File: src/rtl/swhdu_pkg.sv
// Shared types and constants for the single-wire half-duplex UART.
// Used by swhdu_core, swhdu_oskid and single_wire_half_duplex_uart; no dependencies.
package swhdu_pkg;

    localparam int DATA_BITS    = 8;
    localparam int TICKS_PER_MS = 1000;
    localparam int BYTE_BITS    = 8;
    localparam int BYTE_IDX_W   = $clog2(BYTE_BITS);
    localparam int BIT_IDX_W    = 4;
    localparam int PERIOD_W     = 16;
    localparam int TICK_W       = PERIOD_W + 1;
    localparam int MS_W         = 16;
    localparam int PRESCALE_W   = $clog2(TICKS_PER_MS + 1);

    localparam logic [PERIOD_W-1:0] BIT_PERIOD_RESET = 16'd104;

    localparam logic [1:0] OP_TICK = 2'd0;
    localparam logic [1:0] OP_SEND = 2'd1;
    localparam logic [1:0] OP_RECV = 2'd2;

    typedef enum logic [1:0] {
        MODE_IDLE = 2'd0,
        MODE_SEND = 2'd1,
        MODE_RECV = 2'd2
    } mode_t;

    // PH_LEAD is the leading high level on send and the wait for a start edge on receive.
    typedef enum logic [2:0] {
        PH_LEAD  = 3'd0,
        PH_START = 3'd1,
        PH_DATA  = 3'd2,
        PH_STOP  = 3'd3,
        PH_FIN   = 3'd4
    } phase_t;

    typedef enum logic [1:0] {
        ST_OK        = 2'd0,
        ST_TIMEOUT   = 2'd1,
        ST_BAD_START = 2'd2,
        ST_BAD_STOP  = 2'd3
    } status_t;

    typedef struct packed {
        logic [1:0]           operation;
        logic [BYTE_BITS-1:0] tx_byte;
        logic [MS_W-1:0]      wait_ms;
        logic                 line_in;
    } item_t;

    typedef struct packed {
        logic                 line_out;
        logic                 drive_enable;
        logic                 busy_res;
        logic                 done_res;
        status_t              status;
        logic [BYTE_BITS-1:0] rx_byte;
    } result_t;

endpackage

File: src/rtl/swhdu_core.sv
// Send and receive sequencer of the single-wire UART: one step per accepted tick word.
// Depends on swhdu_pkg.
module swhdu_core
    import swhdu_pkg::*;
(
    input  logic                clk,
    input  logic                rst_n,
    input  logic                cfg_write,
    input  logic [PERIOD_W-1:0] cfg_data,
    input  logic                accept,
    input  item_t               item,
    output result_t             res
);

    logic [PERIOD_W-1:0]   bit_period_reg;
    mode_t                 mode_reg, mode_next;
    phase_t                phase_reg, phase_next;
    logic [TICK_W-1:0]     tick_reg, tick_next;
    logic [BIT_IDX_W-1:0]  bit_reg, bit_next;
    logic [BYTE_BITS-1:0]  shift_reg, shift_next;
    logic [PRESCALE_W-1:0] pre_reg, pre_next;
    logic [MS_W-1:0]       ms_reg, ms_next;
    logic [MS_W-1:0]       limit_reg, limit_next;

    mode_t                 eff_mode;
    phase_t                eff_phase;
    logic [TICK_W-1:0]     eff_tick;
    logic [BIT_IDX_W-1:0]  eff_bit;
    logic [BYTE_BITS-1:0]  eff_shift;
    logic [PRESCALE_W-1:0] eff_pre;
    logic [MS_W-1:0]       eff_ms;
    logic [MS_W-1:0]       eff_limit;

    logic [PERIOD_W-1:0]   per;
    logic [PERIOD_W-2:0]   half;
    logic [TICK_W-1:0]     tick_inc;
    logic [TICK_W-1:0]     tx_len;
    logic                  tx_hit;
    logic                  per_hit;
    logic                  half_hit;
    logic [BIT_IDX_W-1:0]  bit_inc;
    logic                  bit_last;
    logic                  bit_in_byte;
    logic [PRESCALE_W-1:0] pre_inc;
    logic                  timed_out;

    assign per         = (bit_period_reg == '0) ? PERIOD_W'(1) : bit_period_reg;
    assign half        = per[PERIOD_W-1:1];
    assign tick_inc    = eff_tick + TICK_W'(1);
    assign tx_hit      = tick_inc >= tx_len;
    assign per_hit     = tick_inc >= {1'b0, per};
    assign half_hit    = tick_inc >= {2'b00, half};
    assign bit_inc     = eff_bit + BIT_IDX_W'(1);
    assign bit_last    = bit_inc >= BIT_IDX_W'(DATA_BITS);
    assign bit_in_byte = eff_bit < BIT_IDX_W'(BYTE_BITS);
    assign pre_inc     = eff_pre + PRESCALE_W'(1);
    assign timed_out   = eff_ms >= eff_limit;

    always_comb
    begin
        case (eff_phase)
            PH_LEAD: tx_len = TICK_W'(2);
            PH_STOP: tx_len = {per, 1'b0};
            default: tx_len = {1'b0, per};
        endcase
    end

    // A request taken in idle starts its operation on the same tick.
    always_comb
    begin
        eff_mode  = mode_reg;
        eff_phase = phase_reg;
        eff_tick  = tick_reg;
        eff_bit   = bit_reg;
        eff_shift = shift_reg;
        eff_pre   = pre_reg;
        eff_ms    = ms_reg;
        eff_limit = limit_reg;
        if (mode_reg == MODE_IDLE)
        begin
            if (item.operation == OP_SEND)
            begin
                eff_mode  = MODE_SEND;
                eff_phase = PH_LEAD;
                eff_tick  = '0;
                eff_bit   = '0;
                eff_shift = item.tx_byte;
            end
            else if (item.operation == OP_RECV)
            begin
                eff_mode  = MODE_RECV;
                eff_phase = PH_LEAD;
                eff_tick  = '0;
                eff_bit   = '0;
                eff_shift = '0;
                eff_pre   = '0;
                eff_ms    = '0;
                eff_limit = item.wait_ms;
            end
        end
    end

    always_comb
    begin
        mode_next  = eff_mode;
        phase_next = eff_phase;
        tick_next  = eff_tick;
        bit_next   = eff_bit;
        shift_next = eff_shift;
        pre_next   = eff_pre;
        ms_next    = eff_ms;
        limit_next = eff_limit;
        case (eff_mode)
            MODE_SEND:
            begin
                if (eff_phase == PH_FIN)
                begin
                    mode_next  = MODE_IDLE;
                    phase_next = PH_LEAD;
                end
                else
                begin
                    tick_next = tick_inc;
                    if (tx_hit)
                    begin
                        tick_next = '0;
                        case (eff_phase)
                            PH_LEAD:  phase_next = PH_START;
                            PH_START:
                            begin
                                phase_next = PH_DATA;
                                bit_next   = '0;
                            end
                            PH_DATA:
                            begin
                                bit_next = bit_inc;
                                if (bit_last)
                                begin
                                    phase_next = PH_STOP;
                                end
                            end
                            default:  phase_next = PH_FIN;
                        endcase
                    end
                end
            end
            MODE_RECV:
            begin
                case (eff_phase)
                    PH_LEAD:
                    begin
                        if (!item.line_in)
                        begin
                            tick_next = '0;
                            if (half == '0)
                            begin
                                phase_next = PH_DATA;
                                bit_next   = '0;
                                shift_next = '0;
                            end
                            else
                            begin
                                phase_next = PH_START;
                            end
                        end
                        else if (timed_out)
                        begin
                            mode_next  = MODE_IDLE;
                            phase_next = PH_LEAD;
                        end
                        else
                        begin
                            pre_next = pre_inc;
                            if (pre_inc >= PRESCALE_W'(TICKS_PER_MS))
                            begin
                                pre_next = '0;
                                if (eff_ms != '1)
                                begin
                                    ms_next = eff_ms + MS_W'(1);
                                end
                            end
                        end
                    end
                    PH_START:
                    begin
                        tick_next = tick_inc;
                        if (half_hit)
                        begin
                            tick_next = '0;
                            if (item.line_in)
                            begin
                                mode_next  = MODE_IDLE;
                                phase_next = PH_LEAD;
                            end
                            else
                            begin
                                phase_next = PH_DATA;
                                bit_next   = '0;
                                shift_next = '0;
                            end
                        end
                    end
                    PH_DATA:
                    begin
                        tick_next = tick_inc;
                        if (per_hit)
                        begin
                            tick_next = '0;
                            if (bit_in_byte && item.line_in)
                            begin
                                shift_next[eff_bit[BYTE_IDX_W-1:0]] = 1'b1;
                            end
                            bit_next = bit_inc;
                            if (bit_last)
                            begin
                                phase_next = PH_STOP;
                            end
                        end
                    end
                    default:
                    begin
                        tick_next = tick_inc;
                        if (per_hit)
                        begin
                            tick_next  = '0;
                            mode_next  = MODE_IDLE;
                            phase_next = PH_LEAD;
                        end
                    end
                endcase
            end
            default:
            begin
            end
        endcase
    end

    always_comb
    begin
        res          = '0;
        res.busy_res = (mode_next != MODE_IDLE);
        case (eff_mode)
            MODE_SEND:
            begin
                if (eff_phase == PH_FIN)
                begin
                    res.done_res = 1'b1;
                end
                else
                begin
                    res.drive_enable = 1'b1;
                    case (eff_phase)
                        PH_LEAD:  res.line_out = 1'b1;
                        PH_START: res.line_out = 1'b0;
                        PH_DATA:  res.line_out = bit_in_byte & eff_shift[eff_bit[BYTE_IDX_W-1:0]];
                        default:  res.line_out = 1'b1;
                    endcase
                end
            end
            MODE_RECV:
            begin
                case (eff_phase)
                    PH_LEAD:
                    begin
                        if (item.line_in && timed_out)
                        begin
                            res.done_res = 1'b1;
                            res.status   = ST_TIMEOUT;
                        end
                    end
                    PH_START:
                    begin
                        if (half_hit && item.line_in)
                        begin
                            res.done_res = 1'b1;
                            res.status   = ST_BAD_START;
                        end
                    end
                    PH_DATA:
                    begin
                    end
                    default:
                    begin
                        if (per_hit)
                        begin
                            res.done_res = 1'b1;
                            if (item.line_in)
                            begin
                                res.rx_byte = eff_shift;
                            end
                            else
                            begin
                                res.status = ST_BAD_STOP;
                            end
                        end
                    end
                endcase
            end
            default:
            begin
            end
        endcase
    end

    always_ff @(posedge clk or negedge rst_n)
    begin
        if (!rst_n)
        begin
            bit_period_reg <= BIT_PERIOD_RESET;
            mode_reg       <= MODE_IDLE;
            phase_reg      <= PH_LEAD;
            tick_reg       <= '0;
            bit_reg        <= '0;
            shift_reg      <= '0;
            pre_reg        <= '0;
            ms_reg         <= '0;
            limit_reg      <= '0;
        end
        else
        begin
            if (cfg_write)
            begin
                bit_period_reg <= cfg_data;
            end
            if (accept)
            begin
                mode_reg  <= mode_next;
                phase_reg <= phase_next;
                tick_reg  <= tick_next;
                bit_reg   <= bit_next;
                shift_reg <= shift_next;
                pre_reg   <= pre_next;
                ms_reg    <= ms_next;
                limit_reg <= limit_next;
            end
        end
    end

    a_no_drive_on_recv: assert property (@(posedge clk) disable iff (!rst_n)
        (accept && mode_reg == MODE_RECV) |-> !res.drive_enable)
        else $error("wire driven during a receive");

    a_done_not_busy: assert property (@(posedge clk) disable iff (!rst_n)
        res.done_res |-> !res.busy_res)
        else $error("finishing word still reports busy");

    a_status_only_on_done: assert property (@(posedge clk) disable iff (!rst_n)
        (res.status != ST_OK) |-> res.done_res)
        else $error("error status without done");

    a_bit_index_range: assert property (@(posedge clk) disable iff (!rst_n)
        bit_reg <= BIT_IDX_W'(DATA_BITS))
        else $error("bit index beyond data bits");

    a_idle_after_done: assert property (@(posedge clk) disable iff (!rst_n)
        (accept && res.done_res) |=> (mode_reg == MODE_IDLE))
        else $error("sequencer not idle after finishing");

endmodule

File: src/rtl/swhdu_oskid.sv
// Two-deep output register with skid stage for UART result words.
// Depends on swhdu_pkg.
module swhdu_oskid
    import swhdu_pkg::*;
(
    input  logic    clk,
    input  logic    rst_n,
    input  logic    in_valid,
    output logic    in_ready,
    input  result_t in_data,
    output logic    out_valid,
    input  logic    out_ready,
    output result_t out_data
);

    logic    out_valid_reg, out_valid_next;
    logic    skid_valid_reg, skid_valid_next;
    result_t out_data_reg, out_data_next;
    result_t skid_data_reg, skid_data_next;
    logic    push;
    logic    pop;

    assign in_ready  = !skid_valid_reg;
    assign push      = in_valid && in_ready;
    assign pop       = out_valid_reg && out_ready;
    assign out_valid = out_valid_reg;
    assign out_data  = out_data_reg;

    always_comb
    begin
        out_valid_next  = out_valid_reg;
        skid_valid_next = skid_valid_reg;
        out_data_next   = out_data_reg;
        skid_data_next  = skid_data_reg;
        if (!out_valid_reg || pop)
        begin
            if (skid_valid_reg)
            begin
                out_data_next   = skid_data_reg;
                out_valid_next  = 1'b1;
                skid_valid_next = 1'b0;
            end
            else if (push)
            begin
                out_data_next  = in_data;
                out_valid_next = 1'b1;
            end
            else
            begin
                out_valid_next = 1'b0;
            end
        end
        else if (push)
        begin
            skid_data_next  = in_data;
            skid_valid_next = 1'b1;
        end
    end

    always_ff @(posedge clk or negedge rst_n)
    begin
        if (!rst_n)
        begin
            out_valid_reg  <= 1'b0;
            skid_valid_reg <= 1'b0;
        end
        else
        begin
            out_valid_reg  <= out_valid_next;
            skid_valid_reg <= skid_valid_next;
        end
    end

    always_ff @(posedge clk)
    begin
        out_data_reg  <= out_data_next;
        skid_data_reg <= skid_data_next;
    end

endmodule

File: src/rtl/single_wire_half_duplex_uart.sv
// Single-wire half-duplex UART (8 data bits, one start, long stop), top level.
// Depends on swhdu_pkg, swhdu_core and swhdu_oskid.
//
// Each input word is one microsecond tick: it carries the sampled wire level and
// optionally a request to send or receive a byte, and it yields exactly one result
// word with the drive level, drive enable, busy, done, status and received byte.
// One word is taken per clock cycle while s_tready is high; each result is held in
// an output register backed by a skid stage, so s_tready falls only when two result
// words are waiting on the master side. The user must write the bit period through
// the cfg port while no operation is in progress; the block does not enforce this.
module single_wire_half_duplex_uart
    import swhdu_pkg::*;
(
    input  logic                clk,
    input  logic                rst_n,
    input  logic                s_tvalid,
    output logic                s_tready,
    input  logic [31:0]         s_tdata,   // tx_byte[7:0], wait_ms[23:8], line_in[24]
    input  logic [1:0]          s_tuser,   // operation[1:0]
    output logic                m_tvalid,
    input  logic                m_tready,
    output logic [15:0]         m_tdata,   // line_out, drive_enable, busy_res, done_res,
                                           // status[5:4], rx_byte[13:6]
    input  logic                cfg_valid,
    output logic                cfg_ready,
    input  logic [PERIOD_W-1:0] cfg_data
);

    item_t   item;
    result_t core_res;
    result_t out_res;
    logic    accept;

    assign item.operation = s_tuser;
    assign item.tx_byte   = s_tdata[7:0];
    assign item.wait_ms   = s_tdata[23:8];
    assign item.line_in   = s_tdata[24];

    assign accept    = s_tvalid && s_tready;
    assign cfg_ready = 1'b1;

    swhdu_core u_core (
        .clk       (clk),
        .rst_n     (rst_n),
        .cfg_write (cfg_valid && cfg_ready),
        .cfg_data  (cfg_data),
        .accept    (accept),
        .item      (item),
        .res       (core_res)
    );

    swhdu_oskid u_oskid (
        .clk       (clk),
        .rst_n     (rst_n),
        .in_valid  (s_tvalid),
        .in_ready  (s_tready),
        .in_data   (core_res),
        .out_valid (m_tvalid),
        .out_ready (m_tready),
        .out_data  (out_res)
    );

    assign m_tdata = {2'b00, out_res.rx_byte, out_res.status, out_res.done_res,
                      out_res.busy_res, out_res.drive_enable, out_res.line_out};

endmodule
File: config.mk
export PLATFORM = sky130hd
export DESIGN_NAME = single_wire_half_duplex_uart
export DESIGN_NICKNAME = d
export VERILOG_FILES = /design/src/rtl/swhdu_pkg.sv /design/src/rtl/swhdu_core.sv /design/src/rtl/swhdu_oskid.sv /design/src/rtl/single_wire_half_duplex_uart.sv
export SDC_FILE = /design/constraint.sdc
export NUM_CORES = 1
export LEC_CHECK = 0
export BUFFER_PORTS_ARGS = -buffer_cell sky130_fd_sc_hd__buf_4
export CAP_MARGIN = 20
export CORE_ASPECT_RATIO = 0.7
export CORE_MARGIN = 1
export CORE_UTILIZATION = 61
export CTS_CLUSTER_SIZE = 10
export DETAILED_ROUTE_END_ITERATION = 10
export GPL_TIMING_DRIVEN = 1
export HOLD_SLACK_MARGIN = 0.05
export PLACE_DENSITY = 0.81
export SLEW_MARGIN = 20
export SYNTH_ARGS = -nofsm -noshare
export SYNTH_HDL_FRONTEND = slang
export SYNTH_SLANG_ARGS = --single-unit
File: constraint.sdc
create_clock -name clk -period 6.4 [get_ports clk]
set_input_delay 0.32 -clock clk [delete_from_list [all_inputs] [get_ports clk]]
set_output_delay 0.32 -clock clk [all_outputs]
set_load 0.02 [all_outputs]
# Word-level counts from Yosys, hierarchy flattened

Cells that the tools add are included.

Memories kept: 0
RAM bits: 0
Latch bits: 0
Output and inout port bits: 19
Register bits after elaboration: 122
Memory bits (read-only): 0
Bits of input ports: 55
Logic and storage cells: 172

Order comparisons: 9
Multiply operators: 0
Equality and inequality tests: 9
Div/mod/pow operators: 0
Shift-type cells: 0
Bitwise operators: 3
Add/sub/neg operators: 4
Muxes and demuxes: 105
Reduce and logical (&&, ||, !) cells: 19

Operators by type and width:

| operator                | count |
|---|---|
| $mux W16                | 13 |
| $mux W17                | 8 |
| $pmux W17 S2            | 3 |
| $mux W10                | 9 |
| $mux W8                 | 11 |
| $mux W4                 | 10 |
| $mux W3                 | 13 |
| $mux W14                | 2 |
| $mux W2                 | 14 |
| $pmux W3 S3             | 3 |
| $pmux W8 S3             | 1 |
| $add A17 B1 Y17 const B | 1 |
| $ge A17 B15 Y1          | 1 |
| $ge A17 B16 Y1          | 1 |
| $ge A17 B17 Y1          | 1 |
| $add A16 B1 Y16 const B | 1 |
| $ge A16 B16 Y1          | 1 |
| $logic_not A16 Y1       | 1 |
| $ne A16 B16 Y1 const B  | 1 |
| $pmux W4 S2             | 2 |
| $logic_not A15 Y1       | 1 |
| $pmux W4 S3             | 1 |
| $mux W11                | 1 |
| $add A10 B1 Y10 const B | 1 |
| 29 further kinds        | 48 |

# Longest topological paths before layout

Depth in word-level cells: 13
Mapped depth: 23
Gate-level depth less buffers: 18

# Modules after synthesis

Synthesis repeated with hierarchy kept, for this count alone.

Cells, all modules: 1011
Area, all modules: 8992.4 µm²

By module, submodules not included:

| module                       | cells each | instances | sequential area each (µm²) | area an instance (µm²) |
|---|---|---|---|---|
| swhdu_core                   | 952        | 1         | 2306.0                     | 7811.2 |
| swhdu_oskid                  | 53         | 1         | 890.9                      | 1144.8 |
| single_wire_half_duplex_uart | 6          | 1         | 0.0                        | 36.3 |

# Worst setup path before layout

OpenSTA, ideal clock, no wires.

Kind: reg-to-reg
Start point: register u_core.mode_reg[1]
End point: register u_core.bit_reg[3]
Setup time: 0.124 ns
Clock period less this slack: 4.762 ns
Data arrival time: 4.638 ns
Cell stages (with the launch flop): 23
Path buffers: 5
Path slack: 1.638 ns
Required time: 6.276 ns
Cells stage by stage: dfrtp_1 clkbuf_1 nor2_1 nand2_1 buf_2 buf_1 clkbuf_1 and2_1 ha_1 nand2_1 or3_4 or4_4 nand2_4 ha_1 o21a_1 nor2_1 a211o_1 a31oi_1 nor2_1 clkbuf_1 a21oi_1 o21bai_1 a211o_1

Word-level cells in the longest chain between the ends: 8
Elaborated cells between the ends (all ways): 30
Those cells by class: add/sub: 2; order compare: 3; eq/ne: 6; mux: 17; reduce/logical: 2

RTL lines:

| item                                                                    | RTL line          | RTL |
|---|---|---|
| start, declared                                                         | swhdu_core.sv:16  | `mode_t mode_reg, mode_next;` |
| start signal, assigned                                                  | swhdu_core.sv:327 | `mode_reg <= mode_next;` |
| parallel branches: the longest is 7 deep, another holds $add A17 B1 Y17 | --                |  |
| $pmux W4 S2 *                                                           | swhdu_core.sv:113 | `case (eff_mode)` |
| end signal, assigned                                                    | swhdu_core.sv:330 | `bit_reg <= bit_next;` |
| end, declared                                                           | swhdu_core.sv:19  | `logic [BIT_IDX_W-1:0] bit_reg, bit_next;` |

Every way passes the cells marked *.
A chain may end at the register's enable or synchronous reset.

# Final worst setup path

Start point: register u_core.mode_reg[1]
End point: register u_core.bit_reg[0]

Same word-level chain as after synthesis.

==> flow_summary.json <==
{
  "slew_violations": 0,
  "yosysMostFrequentCell": "nand2_1",
  "fillerInstances": 1093,
  "p_comb_share_pct": 42.3,
  "period_minus_slack_ns": 5.30,
  "path_class": "flop to flop",
  "dieArea_um2": 15400,
  "place_inst": 1299,
  "cts_buffer_depth": 2,
  "antenna_found_initial": 0,
  "timing_hold_violations_final": 0,
  "synth_area_leaders": "dfrtp_1 25%, ha_1 9.7%, edfxtp_1 9.2%, nand2_1 7.8%, a21oi_1 3.5%",
  "power_density_nw_per_um2": 348,
  "p_int_mw": 2.10,
  "cp-end-kind": "flop",
  "die_h_um": 104,
  "syn_area_per_cell_um2": 8.38,
  "setup_ws_ns": 1.10,
  "drive_gt1_share_pct": 12.3,
  "start_util_pct": 64.1,
  "switchingPower_mw": 1.50,
  "cap_violations": 0,
  "path_max_fanout": 8,
  "ir_drop_uv": 235,
  "cts.clk_slew.worst_paths_ns": 0.06,
  "drcViolationCount": 0,
  "grt_max_degree": 72,
  "holdWs_ns": 0.0908,
  "cts.htree.levels": 4,
  "ant_nets": 0,
  "stdcell_count": 1332,
  "synth_top_area_share_pct": 25.0,
  "drt_iter0_markers": 1183,
  "grt_overflow": 0,
  "cts_root_buffer": "clkbuf_16",
  "setup_viol": 0,
  "nets": 1255,
  "die_x_um": 148,
  "yosysUniqueCellTypes": 89,
  "place.gp.congestion": 1.02,
  "num_vias": 8910,
  "max_freq_mhz": 189,
  "worst_setup_path_start_kind": "flop",
  "synthCells": 1088,
  "synth.cell_area_um2": 9120,
  "yosysTopAreaCell": "dfrtp_1",
  "grtUsageTotal_pct": 34.3,
  "design_area_um2": 10300,
  "synth-edff-count": 28,
  "core_um2": 14200,
  "required_ns": 6.70,
  "p_sw_share_pct": 41.6,
  "drtPass1Iterations": 7,
  "hp-class": "input pin to flop",
  "slew_headroom_pct": 26.1,
  "finalSetupTns_ns": 0,
  "pre_cts_ws_ns": 1.30,
  "dp_hpwl_mm": 18.3,
  "clockPowerShare_pct": 28.3,
  "numCtsBuffers": 17,
  "placed_area_um2": 9710,
  "skew_ns": 0.00896,
  "tritoncts": "yes",
  "clkSinkCount": 122,
  "worst_pin_slew_ns": 1.10,
  "post_cts_resized": 0,
  "synth_warnings": 0,
  "diodes": 0,
  "power_frac_seq_pct": 29.4,
  "clock_latency_ns": 0.43,
  "rows": 36,
  "port_buffers": 63,
  "p_leak_nw": 4.41,
  "synth_seq_area_share_pct": 35.1,
  "ios": 74,
  "grt_pass1_wl_mm": 41.7,
  "finalCritPeriodShare_pct": 82.8,
  "rsz0062_at_grt": "false",
  "grt_pass1_vias": 8169,
  "wl_mm": 25.7,
  "vias_per_cell": 6.69,
  "yosys_most_used_dff": "dfrtp_1",
  "avgRoutedWirePerCell_um": 19.3,
  "async_flop_share_pct": 77.0,
  "syn_to_final_growth_pct": 13.3,
  "status": "completed",
  "synth_common_cells": "189 x nand2_1, 91 x dfrtp_1, 71 x ha_1",
  "ys_seq_elements": 122,
  "largest_reg_flops": 17,
  "critical_path_arrival_ns": 5.60
}
==> timing repair <==
action,4_1_cts,5_1_grt
setup buffers,0,0
setup endpoints to repair,0,0
hold endpoints to repair,23,0
hold buffers,1,0
==> layout make-up <==
class | instances | area [um2] | share of cell area (%)
Clock buffer | 20 | 437 | 4.23
Multi-Input combinational cell | 870 | 5540 | 53.6
Clock inverter | 12 | 173 | 1.67
Inverter | 37 | 139 | 1.34
Sequential cell | 122 | 3200 | 30.9
Timing Repair Buffer | 81 | 611 | 5.91
Tap cell | 190 | 238 | 2.30
==> worst max-delay path: stages (launching register included) <==
cell,delay (ns)
dfrtp_1,0.49
nor2_1,0.14
nand2_1,0.12
and2_1,0.31
ha_1,0.33
nand2_1,0.13
nor3_1,0.39
and3_1,0.24
xnor2_1,0.06
nor2_1,0.36
ha_1,0.32
and4_1,0.20
a2111oi_0,0.36
a31oi_1,0.36
nor2_1,0.61
o22ai_1,0.19
and4_1,0.24
a311o_1,0.32
==> power groups by stage <==
stage | Clock, mW | Sequential, mW | Combinational [mW]
after detailed placement | 0 | 1.06 | 1.45
final | 1.02 | 1.06 | 1.52
after global placement | 0 | 1.05 | 1.42
after CTS | 1.02 | 1.05 | 1.47
after global routing | 1.06 | 1.07 | 1.65
after floorplan | 0 | 1.03 | 1.05
==> final timing paths <==
kind / from / endpoint / slack [ns] / depth (start not counted)
max in group asynchronous: rst_n / u_core.bit_period_reg[4] / 4.81 / 3
worst min-delay path: s_tdata[8] / u_core.limit_reg[0] / 0.09 / 3
worst max-delay path: u_core.mode_reg[1] / u_core.bit_reg[0] / 1.10 / 17
min in group asynchronous: rst_n / u_core.shift_reg[2] / 0.35 / 2
worst max register to register: u_core.mode_reg[1] / u_core.bit_reg[0] / 1.10 / 17
worst min register to register: u_core.limit_reg[0] / u_core.limit_reg[0] / 0.47 / 2
==> metal layers <==
| metal | track usage (%) | up-vias | routed length (um) |
|---|---|---|---|
| met5 | 0 | - | 0 |
| met4 | 10.6 | 0 | 527 |
| met3 | 8.60 | 64 | 3210 |
| met2 | 48.8 | 588 | 10600 |
| met1 | 50.7 | 4161 | 11400 |
| li1 | - | 4097 | - |
==> cell families (layout without fill, tap and decap cells) <==
kind of cell	after synthesis	count (layout)	synth area share, %
AOI/OAI and AO/OA	275	275	20.4
other	2	3	0.0824
DFF	122	122	35.1
xor gates and xnor gates	24	24	2.31
buffers and inverters	97	150	4.34
and+or+nand+nor	474	474	25.3
muxes	23	23	2.73
adders and majority gates	71	71	9.74
==> stage by stage <==
| step | util, % | total power [mW] |
|---|---|---|
| after floorplan | - | 2.07 |
| after global placement | 68.2 | 2.47 |
| after detailed placement | 68.2 | 2.51 |
| after CTS | 72.6 | 3.54 |
| after global routing | 72.6 | 3.78 |
| final | 72.6 | 3.60 |
==> placed cells by master (no fill, tap or decap), drive strengths merged, types with 10 or more instances in the layout <==
cell and count:
clkbuf 20, nor2 71, o21ai 63, mux2i 17, buf 80, o31ai 19, nor4 14, nand4 16
inv 38, a31oi 10, edfxtp 28, and3 12, nand3 43, o211ai 12, or3 11, nor3 42
and2 25, nand2 191, xnor2 12, dfrtp 91, a21oi 64, xor2 12, ha 71, nand2b 10
a211oi 13
Note: power is estimated with default switching activity, not from simulation.
